[config.mk]
export PLATFORM = sky130hd
export DESIGN_NAME = swing_phase_tracker_unit
export DESIGN_NICKNAME = d
export VERILOG_FILES = /design/src/hw/rtl/spt_pkg.sv /design/src/hw/rtl/swing_phase_tracker_unit.sv /design/src/hw/rtl/spt_divider.sv
export SDC_FILE = /design/constraint.sdc
export NUM_CORES = 1
export LEC_CHECK = 0
export BUFFER_PORTS_ARGS = -buffer_cell sky130_fd_sc_hd__clkbuf_2
export CAP_MARGIN = 10
export CORE_ASPECT_RATIO = 0.75
export CORE_MARGIN = 3
export CORE_UTILIZATION = 50
export CTS_CLUSTER_SIZE = 40
export DETAILED_ROUTE_END_ITERATION = 10
export PLACE_DENSITY = 0.76
export REMOVE_ABC_BUFFERS = 1
export SLEW_MARGIN = 20
export SYNTH_ARGS = -nofsm -noshare
export SYNTH_HDL_FRONTEND = slang
export SYNTH_SLANG_ARGS = --single-unit
[constraint.sdc]
create_clock -name clk -period 20.5 [get_ports clk]
set_input_delay 4.1 -clock clk [delete_from_list [all_inputs] [get_ports clk]]
set_output_delay 4.1 -clock clk [all_outputs]
set_load 0.05 [all_outputs]
[src/hw/rtl/spt_pkg.sv]
package spt_pkg;

	// Filter and display configuration
	localparam int FILTER_SHIFT    = 4;
	localparam int DISPLAY_COLUMNS = 60;

	// Sample and result widths
	localparam int SAMPLE_W  = 16;
	localparam int OUT_COL_W = 6;
	localparam int VEL_W     = 32;

	// Gravity estimate holds a sample scaled by 2^FILTER_SHIFT
	localparam int GRAV_W = SAMPLE_W + FILTER_SHIFT;

	// Column arithmetic: av * COL_MAX / peak
	localparam int COL_MAX  = DISPLAY_COLUMNS - 1;
	localparam int COL_W    = $clog2(DISPLAY_COLUMNS);
	localparam int ZERO_COL = (DISPLAY_COLUMNS - 1) / 2;
	localparam int DIVD_W   = VEL_W + COL_W;
	localparam int CNT_W    = $clog2(DIVD_W);

	typedef logic signed [SAMPLE_W-1:0] sample_t;
	typedef logic signed [GRAV_W-1:0]   grav_t;

endpackage

[src/hw/rtl/swing_phase_tracker_unit.sv]
// Swing phase tracker.
// Input channel (in_valid/in_ready) takes one three-axis accelerometer beat.
// Output channel (out_valid/out_ready) gives one beat per input: the linear
// acceleration on each axis (sample minus gravity estimate) and the display
// column for the current swing phase.
// The first sample after reset seeds the gravity estimate, so its linear
// values are zero. Velocity integrates the negated linear Y value; a velocity
// sign change ends a swing and sets the peak used to scale the column.
// From an input beat to output valid the sample passes the velocity update,
// the column product and divider start, the serial divider that scales the
// column against the peak one dividend bit per step, a state that sees the
// divider finish, and the load of the output register, which waits while an
// older beat there is still not taken. The divider is the longest step.
// in_ready is high only while no sample is in work. A finished beat waits in
// the output register while the next sample is accepted and processed; if
// the receiver still stalls when that one finishes, the block holds it.
// Reset drops the gravity estimate so the next sample seeds it, clears the
// velocity, sets the peak to 100 and empties the output register.
module swing_phase_tracker_unit import spt_pkg::*; (
	input  logic                 clk,
	input  logic                 arst_n,
	input  logic                 in_valid,
	output logic                 in_ready,
	input  logic [SAMPLE_W-1:0]  accel_x,
	input  logic [SAMPLE_W-1:0]  accel_y,
	input  logic [SAMPLE_W-1:0]  accel_z,
	output logic                 out_valid,
	input  logic                 out_ready,
	output logic [SAMPLE_W-1:0]  linear_x,
	output logic [SAMPLE_W-1:0]  linear_y,
	output logic [SAMPLE_W-1:0]  linear_z,
	output logic [OUT_COL_W-1:0] column_offset
);

	localparam logic [2:0] ST_IDLE = 3'd0;
	localparam logic [2:0] ST_VEL  = 3'd1;
	localparam logic [2:0] ST_MUL  = 3'd2;
	localparam logic [2:0] ST_DIV  = 3'd3;
	localparam logic [2:0] ST_DONE = 3'd4;

	localparam logic [1:0] DIR_NONE = 2'd0;
	localparam logic [1:0] DIR_POS  = 2'd1;
	localparam logic [1:0] DIR_NEG  = 2'd2;

	localparam logic [VEL_W-1:0] PEAK_RESET = VEL_W'(100);
	localparam logic [VEL_W-1:0] VEL_MAX    = {1'b0, {(VEL_W-1){1'b1}}};
	localparam logic [VEL_W-1:0] VEL_MIN    = {1'b1, {(VEL_W-1){1'b0}}};

	logic [2:0]          state_q;
	logic                seeded_q;
	grav_t               grav_q [3];
	sample_t             lin_q [3];
	logic [VEL_W-1:0]    vel_q;
	logic [VEL_W-1:0]    peak_q;
	logic [VEL_W-1:0]    av_q;
	logic [1:0]          dir_q;
	logic                out_valid_q;
	sample_t             out_lin_q [3];
	logic [OUT_COL_W-1:0] out_col_q;

	logic                in_fire;
	logic                out_free;
	sample_t             samp [3];
	grav_t               grav_nxt [3];
	sample_t             lin_nxt [3];

	logic [VEL_W:0]      vel_sum;
	logic [VEL_W-1:0]    vel_sat;
	logic [1:0]          dir_nxt;
	logic                flip;
	logic [VEL_W-1:0]    vel_mag;

	logic                div_start;
	logic                div_done;
	logic [DIVD_W-1:0]   div_quot;
	logic [DIVD_W-1:0]   col_prod;
	logic [COL_W-1:0]    col_full;

	assign in_ready  = (state_q == ST_IDLE);
	assign in_fire   = in_valid && in_ready;
	assign out_free  = !out_valid_q || out_ready;

	assign samp[0] = accel_x;
	assign samp[1] = accel_y;
	assign samp[2] = accel_z;

	// Gravity filter lanes: seed, average, subtract
	always_comb begin
		for (int i = 0; i < 3; i++) begin
			grav_t                  ds;
			grav_t                  g_old;
			logic signed [GRAV_W:0] diff;
			grav_t                  g_sh;
			ds          = $signed({samp[i], {FILTER_SHIFT{1'b0}}});
			g_old       = seeded_q ? grav_q[i] : ds;
			diff        = $signed({ds[GRAV_W-1], ds}) - $signed({g_old[GRAV_W-1], g_old});
			grav_nxt[i] = g_old + GRAV_W'(diff >>> FILTER_SHIFT);
			g_sh        = grav_nxt[i] >>> FILTER_SHIFT;
			lin_nxt[i]  = samp[i] - g_sh[SAMPLE_W-1:0];
		end
	end

	// Velocity step with saturation, then direction and magnitude
	always_comb begin
		vel_sum = {vel_q[VEL_W-1], vel_q}
			- {{(VEL_W + 1 - SAMPLE_W){lin_q[1][SAMPLE_W-1]}}, lin_q[1]};
		if (vel_sum[VEL_W] != vel_sum[VEL_W-1]) begin
			vel_sat = vel_sum[VEL_W] ? VEL_MIN : VEL_MAX;
		end else begin
			vel_sat = vel_sum[VEL_W-1:0];
		end
		dir_nxt = vel_sat[VEL_W-1] ? DIR_NEG : DIR_POS;
		flip    = (dir_q != DIR_NONE) && (dir_nxt != dir_q);
		vel_mag = vel_sat[VEL_W-1] ? (VEL_W'(0) - vel_sat) : vel_sat;
	end

	// Column product feeds the divider
	assign col_prod  = DIVD_W'(av_q) * DIVD_W'(COL_MAX);
	assign div_start = (state_q == ST_MUL);

	spt_divider u_div (
		.clk      (clk),
		.arst_n   (arst_n),
		.start    (div_start),
		.dividend (col_prod),
		.divisor  (peak_q),
		.done     (div_done),
		.quotient (div_quot)
	);

	// Clamp the quotient, or take the center column for a zero peak
	always_comb begin
		if (peak_q == '0) begin
			col_full = COL_W'(ZERO_COL);
		end else if (div_quot > DIVD_W'(COL_MAX)) begin
			col_full = COL_W'(COL_MAX);
		end else begin
			col_full = div_quot[COL_W-1:0];
		end
	end

	// Sequencer and swing state
	always_ff @(posedge clk or negedge arst_n) begin
		if (!arst_n) begin
			state_q     <= ST_IDLE;
			seeded_q    <= 1'b0;
			vel_q       <= '0;
			peak_q      <= PEAK_RESET;
			dir_q       <= DIR_NONE;
		end else begin
			case (state_q)
				ST_IDLE: begin
					if (in_fire) begin
						seeded_q <= 1'b1;
						state_q  <= ST_VEL;
					end
				end
				ST_VEL: begin
					dir_q <= dir_nxt;
					if (flip) begin
						peak_q <= vel_mag;
						vel_q  <= '0;
					end else begin
						vel_q <= vel_sat;
						if (vel_mag > peak_q) begin
							peak_q <= vel_mag;
						end
					end
					state_q <= ST_MUL;
				end
				ST_MUL: begin
					state_q <= ST_DIV;
				end
				ST_DIV: begin
					if (div_done) begin
						state_q <= ST_DONE;
					end
				end
				ST_DONE: begin
					if (out_free) begin
						state_q <= ST_IDLE;
					end
				end
				default: begin
					state_q <= ST_IDLE;
				end
			endcase
		end
	end

	// Raise valid on a finished beat, drop it once the beat is taken
	always_ff @(posedge clk or negedge arst_n) begin
		if (!arst_n) begin
			out_valid_q <= 1'b0;
		end else if (state_q == ST_DONE && out_free) begin
			out_valid_q <= 1'b1;
		end else if (out_valid_q && out_ready) begin
			out_valid_q <= 1'b0;
		end
	end

	// Hold gravity estimate and the sample's linear values
	always_ff @(posedge clk) begin
		if (in_fire) begin
			for (int i = 0; i < 3; i++) begin
				grav_q[i] <= grav_nxt[i];
				lin_q[i]  <= lin_nxt[i];
			end
		end
	end

	// Hold the magnitude that the column is scaled from
	always_ff @(posedge clk) begin
		if (state_q == ST_VEL) begin
			av_q <= flip ? '0 : vel_mag;
		end
	end

	// Load the output register
	always_ff @(posedge clk) begin
		if (state_q == ST_DONE && out_free) begin
			for (int i = 0; i < 3; i++) begin
				out_lin_q[i] <= lin_q[i];
			end
			out_col_q <= OUT_COL_W'(col_full);
		end
	end

	assign out_valid     = out_valid_q;
	assign linear_x      = out_lin_q[0];
	assign linear_y      = out_lin_q[1];
	assign linear_z      = out_lin_q[2];
	assign column_offset = out_col_q;

endmodule

[src/hw/rtl/spt_divider.sv]
module spt_divider import spt_pkg::*; (
	input  logic              clk,
	input  logic              arst_n,
	input  logic              start,
	input  logic [DIVD_W-1:0] dividend,
	input  logic [VEL_W-1:0]  divisor,
	output logic              done,
	output logic [DIVD_W-1:0] quotient
);

	logic              busy_q;
	logic              done_q;
	logic [CNT_W-1:0]  cnt_q;
	logic [VEL_W-1:0]  rem_q;
	logic [DIVD_W-1:0] quot_q;

	logic [VEL_W:0]    rem_shift;
	logic              fits;
	logic [VEL_W:0]    rem_diff;

	// One restoring step: bring down the next dividend bit, try to subtract
	assign rem_shift = {rem_q, quot_q[DIVD_W-1]};
	assign fits      = rem_shift >= {1'b0, divisor};
	assign rem_diff  = rem_shift - {1'b0, divisor};

	// Sequence control
	always_ff @(posedge clk or negedge arst_n) begin
		if (!arst_n) begin
			busy_q <= 1'b0;
			done_q <= 1'b0;
			cnt_q  <= '0;
		end else begin
			done_q <= 1'b0;
			if (start) begin
				busy_q <= 1'b1;
				cnt_q  <= CNT_W'(DIVD_W - 1);
			end else if (busy_q) begin
				if (cnt_q == '0) begin
					busy_q <= 1'b0;
					done_q <= 1'b1;
				end else begin
					cnt_q <= cnt_q - 1'b1;
				end
			end
		end
	end

	// Remainder and quotient shift
	always_ff @(posedge clk) begin
		if (start) begin
			rem_q  <= '0;
			quot_q <= dividend;
		end else if (busy_q) begin
			rem_q  <= fits ? rem_diff[VEL_W-1:0] : rem_shift[VEL_W-1:0];
			quot_q <= {quot_q[DIVD_W-2:0], fits};
		end
	end

	assign done     = done_q;
	assign quotient = quot_q;

endmodule

### After elaboration in Yosys (flattened, before gate mapping)

Memory sizes are Yosys's and may differ from the RTL's.
Index checks and enable logic that the tools add are counted.

* memory bits (writable): 156
* logic and storage cells: 95
* flip-flop bits (word level): 187
* memories kept: 3
* output and inout port bits: 56
* input bits: 52

* reductions and logical operators: 18
* muxes and demuxes: 33
* $add $sub $neg: 13
* magnitude comparators: 3
* multipliers: 1
* equality and inequality tests: 10

Memories
* grav_q: depth 3, bits a word 20, rd ports 3, clocked after Yosys merged registers in 0, wr ports 3, RTL line swing_phase_tracker_unit.sv:51 `grav_t grav_q [3];`
* lin_q: depth 3, bits a word 16, rd ports 3, clocked after Yosys merged registers in 0, wr ports 3, RTL line swing_phase_tracker_unit.sv:52 `sample_t lin_q [3];`
* out_lin_q: depth 3, bits a word 16, rd ports 3, clocked after Yosys merged registers in 0, wr ports 3, RTL line swing_phase_tracker_unit.sv:58 `sample_t out_lin_q [3];`

Operator list (count)
* two-way mux 32 bit: 7
* two-way mux 38 bit: 2
* subtractor 20 x 20 -> 21 bit: 3
* adder 20 x 17 -> 20 bit: 3
* two-way mux 20 bit: 3
* subtractor 16 bit: 3
* greater-than comparator 38 x 6 -> 1 bit (second input constant): 1
* multiplier 32 x 6 -> 38 bit (second input constant): 1
* >= comparator 33 x 32 -> 1 bit: 1
* subtractor 32 x 16 -> 33 bit: 1
* greater-than comparator 32 bit: 1
* logical NOT 32 bit: 1
* subtractor 1 x 32 -> 32 bit (first input constant): 1
* subtractor 32 bit: 1
* two-way mux 6 bit: 4
* case mux 3 bit (5 select lines): 1
* two-way mux 1 bit: 12
* two-way mux 3 bit: 3
* nonzero test 2 bit: 4
* == test 3 x 2 -> 1 bit (second input constant): 2
* logical NOT 6 bit: 1
* AND reduction 2 bit: 3
* subtractor 6 x 1 -> 6 bit (second input constant): 1
* logical AND 1 bit: 4
* 12 further kinds: 14

### Logic depth before layout (Yosys ltp)

* depth after elaboration: 8
* depth in mapped cells: 40

### Hierarchy

From an unflattened synthesis, not the netlist that was laid out.

* cells, all modules: 2993
* area total of the unflattened synthesis: 29154.2 um2

Modules (own cells, without submodules)
* swing_phase_tracker_unit: cells each 2449, sequential area each 7606.0 um2, times used 1, area each 24008.0 um2
* spt_divider: cells each 544, sequential area each 1981.9 um2, times used 1, area each 5146.2 um2

### Worst setup path before layout

No wires, ideal clock.

* path kind: input -> register
* start: input accel_z[1]
* end: memory lin_q[0][47] in the netlist's numbering (data pin)
* path slack: 11178 ps
* library setup time: 260 ps
* data required time: 20240 ps
* arrival time: 9063 ps
* stages: 29
* path through: inv_1 o21a_1 ha_1 nor2_1 a211oi_1 a41o_1 o21ai_0 nand2b_1 and2_1 o21a_1 nor2_1 ha_1 a21oi_1 o21ai_0 a21o_1 a21oi_1 nor2b_1 o21a_1 or2_2 xnor2_1 ha_1 and3_1 a211o_1 a21o_1 a21o_1 a211oi_1 o21bai_1 xor2_1 xnor2_1

RTL lines
* from (decl): RTL line swing_phase_tracker_unit.sv:26 `input logic [SAMPLE_W-1:0] accel_z,`
* to (decl): RTL line swing_phase_tracker_unit.sv:52

==> flow_metrics.py <==
metrics = {
    "floorplan": {
        "core_um2": 56300,
        "fp.dieH_um": 213.3,
        "die_w_um": 282.4,
        "row_count": 75,
        "die_area_um2": 60230,
        "pin_count": 108,
        "start_util_pct": 50.88,
    },
    "clock_tree": {
        "post_cts_buffers": 0,
        "clk_latency_ps": 570,
        "path_clk_slew_ps": 60,
        "cts_hold_buf": 0,
        "clock_sinks": 343,
        "post_cts_resized": 0,
        "cts_tree": "built",
        "htreeDepth": 2,
        "clock-root-buffer": "clkbuf_16",
        "numCtsBuffers": 40,
        "cts.path.max_buffers": 3,
    },
    "routing": {
        "drt-total-wl_um": 65850,
        "wl_per_cell_um": 17.28,
        "vias_per_cell": 5.777,
        "drt-initial-drc-count": 1389,
        "dr.pass1.iters": 5,
        "dr_total_vias": 22020,
        "drc_errors": 0,
        "drt.antenna.violating_nets": 0,
    },
    "final_layout": {
        "final_cell_mix": "ha_1 (326), edfxtp_1 (232), nand2_1 (227)",
        "final_layout_size_suffix_gt1_share_pct": 9.481,
        "n_fill_cell": 4907,
        "final_common_cell": "ha_1",
        "diodes": 0,
        "ff_latch_area_um2": 9592,
        "multi_input_area_um2": 17960,
        "area_growth_pct": 9.307,
        "final_nets": 3525,
    },
    "synthesis": {
        "synth_edf_count": 232,
        "synth-seq-cells": 343,
        "synth_top_flop_cell": "edfxtp_1",
        "synth_area_um2": 28650,
        "yosys_warnings": 0,
        "synth_async_sr_flop_share_pct": 23.03,
        "synthCells": 2952,
        "synth_cell_types": 92,
        "synth_seq_area_share_pct": 33.47,
        "syn_avg_cell_area_um2": 9.704,
    },
    "global_route": {
        "grt_pass1_vias": 21600,
        "grt_overflow_total": 0,
        "grt_usage_pct": 22.27,
        "grt_pass1_wl_um": 110100,
        "grt_max_degree": 73,
        "antenna_found_initial": 0,
    },
    "worst_setup_path": {
        "cp-start-kind": "register",
        "max_stage_delay_ps": 580,
        "crit_slowest_cell": "a21oi_1",
        "cp-end-kind": "register",
        "crit_arrival_ps": 10250,
        "timing_worst_setup_path_type": "reg2reg",
        "required_ps": 20940,
        "worst-path-max-fanout": 40,
    },
    "sta": {
        "finalSetupViolations": 0,
        "finalHoldViolations": 0,
        "min_period_ps": 9806,
        "rsz0062_at_grt": "false",
        "whs_ps": 412.6,
        "fin_ws_ps": 10690,
        "period_share_pct": 47.83,
        "slew_headroom_pct": 28.12,
        "worst_pin_slew_ps": 1065,
        "fmax_mhz": 102.0,
        "slew_viol_final": 0,
        "tns_ps": 0,
        "clock_skew_ps": 19.19,
    },
    "job": {
        "cap_viol_max_count": 0,
    },
    "placed_design": {
        "gp_routability_congestion": 0.8846,
        "post-place-ws_ps": 10410,
        "hpwl_um": 50310,
        "port_buffers": 107,
    },
    "status": {
        "outcome": "completed",
    },
    "min_path": {
        "worstHoldPathType": "reg2reg",
    },
}
-- cells in the mapped netlist (58+ instances only) --
cell | n | area (um2)
a21o_1 | 88 | 660.6
a21oi_1 | 199 | 996.0
and2_1 | 61 | 381.6
clkbuf_1 | 58 | 217.7
dfrtp_1 | 76 | 1902
edfxtp_1 | 232 | 6967
fa_1 | 97 | 1942
ha_1 | 326 | 4079
inv_1 | 225 | 844.6
mux2i_1 | 60 | 600.6
nand2_1 | 228 | 855.8
nand3_1 | 61 | 305.3
nor2_1 | 184 | 690.7
nor3_1 | 68 | 340.3
o21ai_0 | 168 | 840.8
xnor2_1 | 134 | 1174
xor2_1 | 82 | 718.2
-- stage by stage --
step / instance area, um2 / util (%) / instances
2_1_floorplan: 28380 / - / 2883
3_3_place_gp: 29990 / 53.26 / 3739
3_5_place_dp: 29990 / 53.26 / 3739
4_1_cts: 31310 / 55.62 / 3811
5_1_grt: 31310 / 55.62 / 3811
6_report: 31310 / 55.62 / 3811
-- metal layers --
metal	global-route usage (%)	up-vias	wire, um
li1	-	10950	-
met1	32.36	10410	32120
met2	34.96	570	28600
met3	3.815	89	3986
met4	4.917	0	1145
met5	0	-	0
-- cells by family after synthesis --
logic type                 after synthesis  synth area share, %
DFF                                    343                33.47
muxes                                   99                3.651
and+or+nand+nor                        829                14.36
xor gates and xnor gates               217                6.687
buffers and inverters                  294                3.887
adders and majority gates              423                21.02
AOI/OAI and AO/OA                      747                16.93
-- layout make-up --
| type | count | share of cell area [%] |
|---|---|---|
| clock inverter | 22 | 0.7832 |
| sequential | 343 | 30.63 |
| clock buffer | 50 | 3.456 |
| inverter | 225 | 2.697 |
| tap | 731 | 2.921 |
| timing repair buffer | 125 | 2.150 |
| multi-input combinational | 2315 | 57.36 |
-- state kept, by name, summed over array words and instances, names as in the netlist --
signal and flops:
av_q 32, column_offset 6, dir_q 2, grav_q 60, lin_q 48, out_lin_q 48, out_valid 1, peak_q 32
seeded_q 1, state_q 3, u_div.busy_q 1, u_div.cnt_q 6, u_div.done 1, u_div.quotient 38, u_div.rem_q 32, vel_q 32
-- critical path: cells and delay by family, from the launching register on --
family / cells / cell delay (ps)
xor gates and xnor gates: 2 / 380
and+or+nand+nor: 6 / 1440
muxes: 1 / 390
adders and majority gates: 4 / 1330
buffers and inverters: 6 / 1800
AOI/OAI and AO/OA: 19 / 3880
DFF: 1 / 380
-- path summary, 6_finish.rpt --
kind                              start  depth (start not counted)          endpoint  slack [ps]
hold / removal             lin_q[0][11]                          0  out_lin_q[0][11]         410
min in group asynchronous        arst_n                          1      u_div.busy_q        3350
setup / recovery           lin_q[0][31]                         38        peak_q[28]       10690
setup reg to reg           lin_q[0][31]                         38        peak_q[28]       10690
max in group asynchronous        arst_n                          2          seeded_q       15950
hold reg to reg            lin_q[0][11]                          0  out_lin_q[0][11]         410
Power is not shown: default switching activity piles up to over one toggle a cycle in this logic, so the estimate is an artifact.
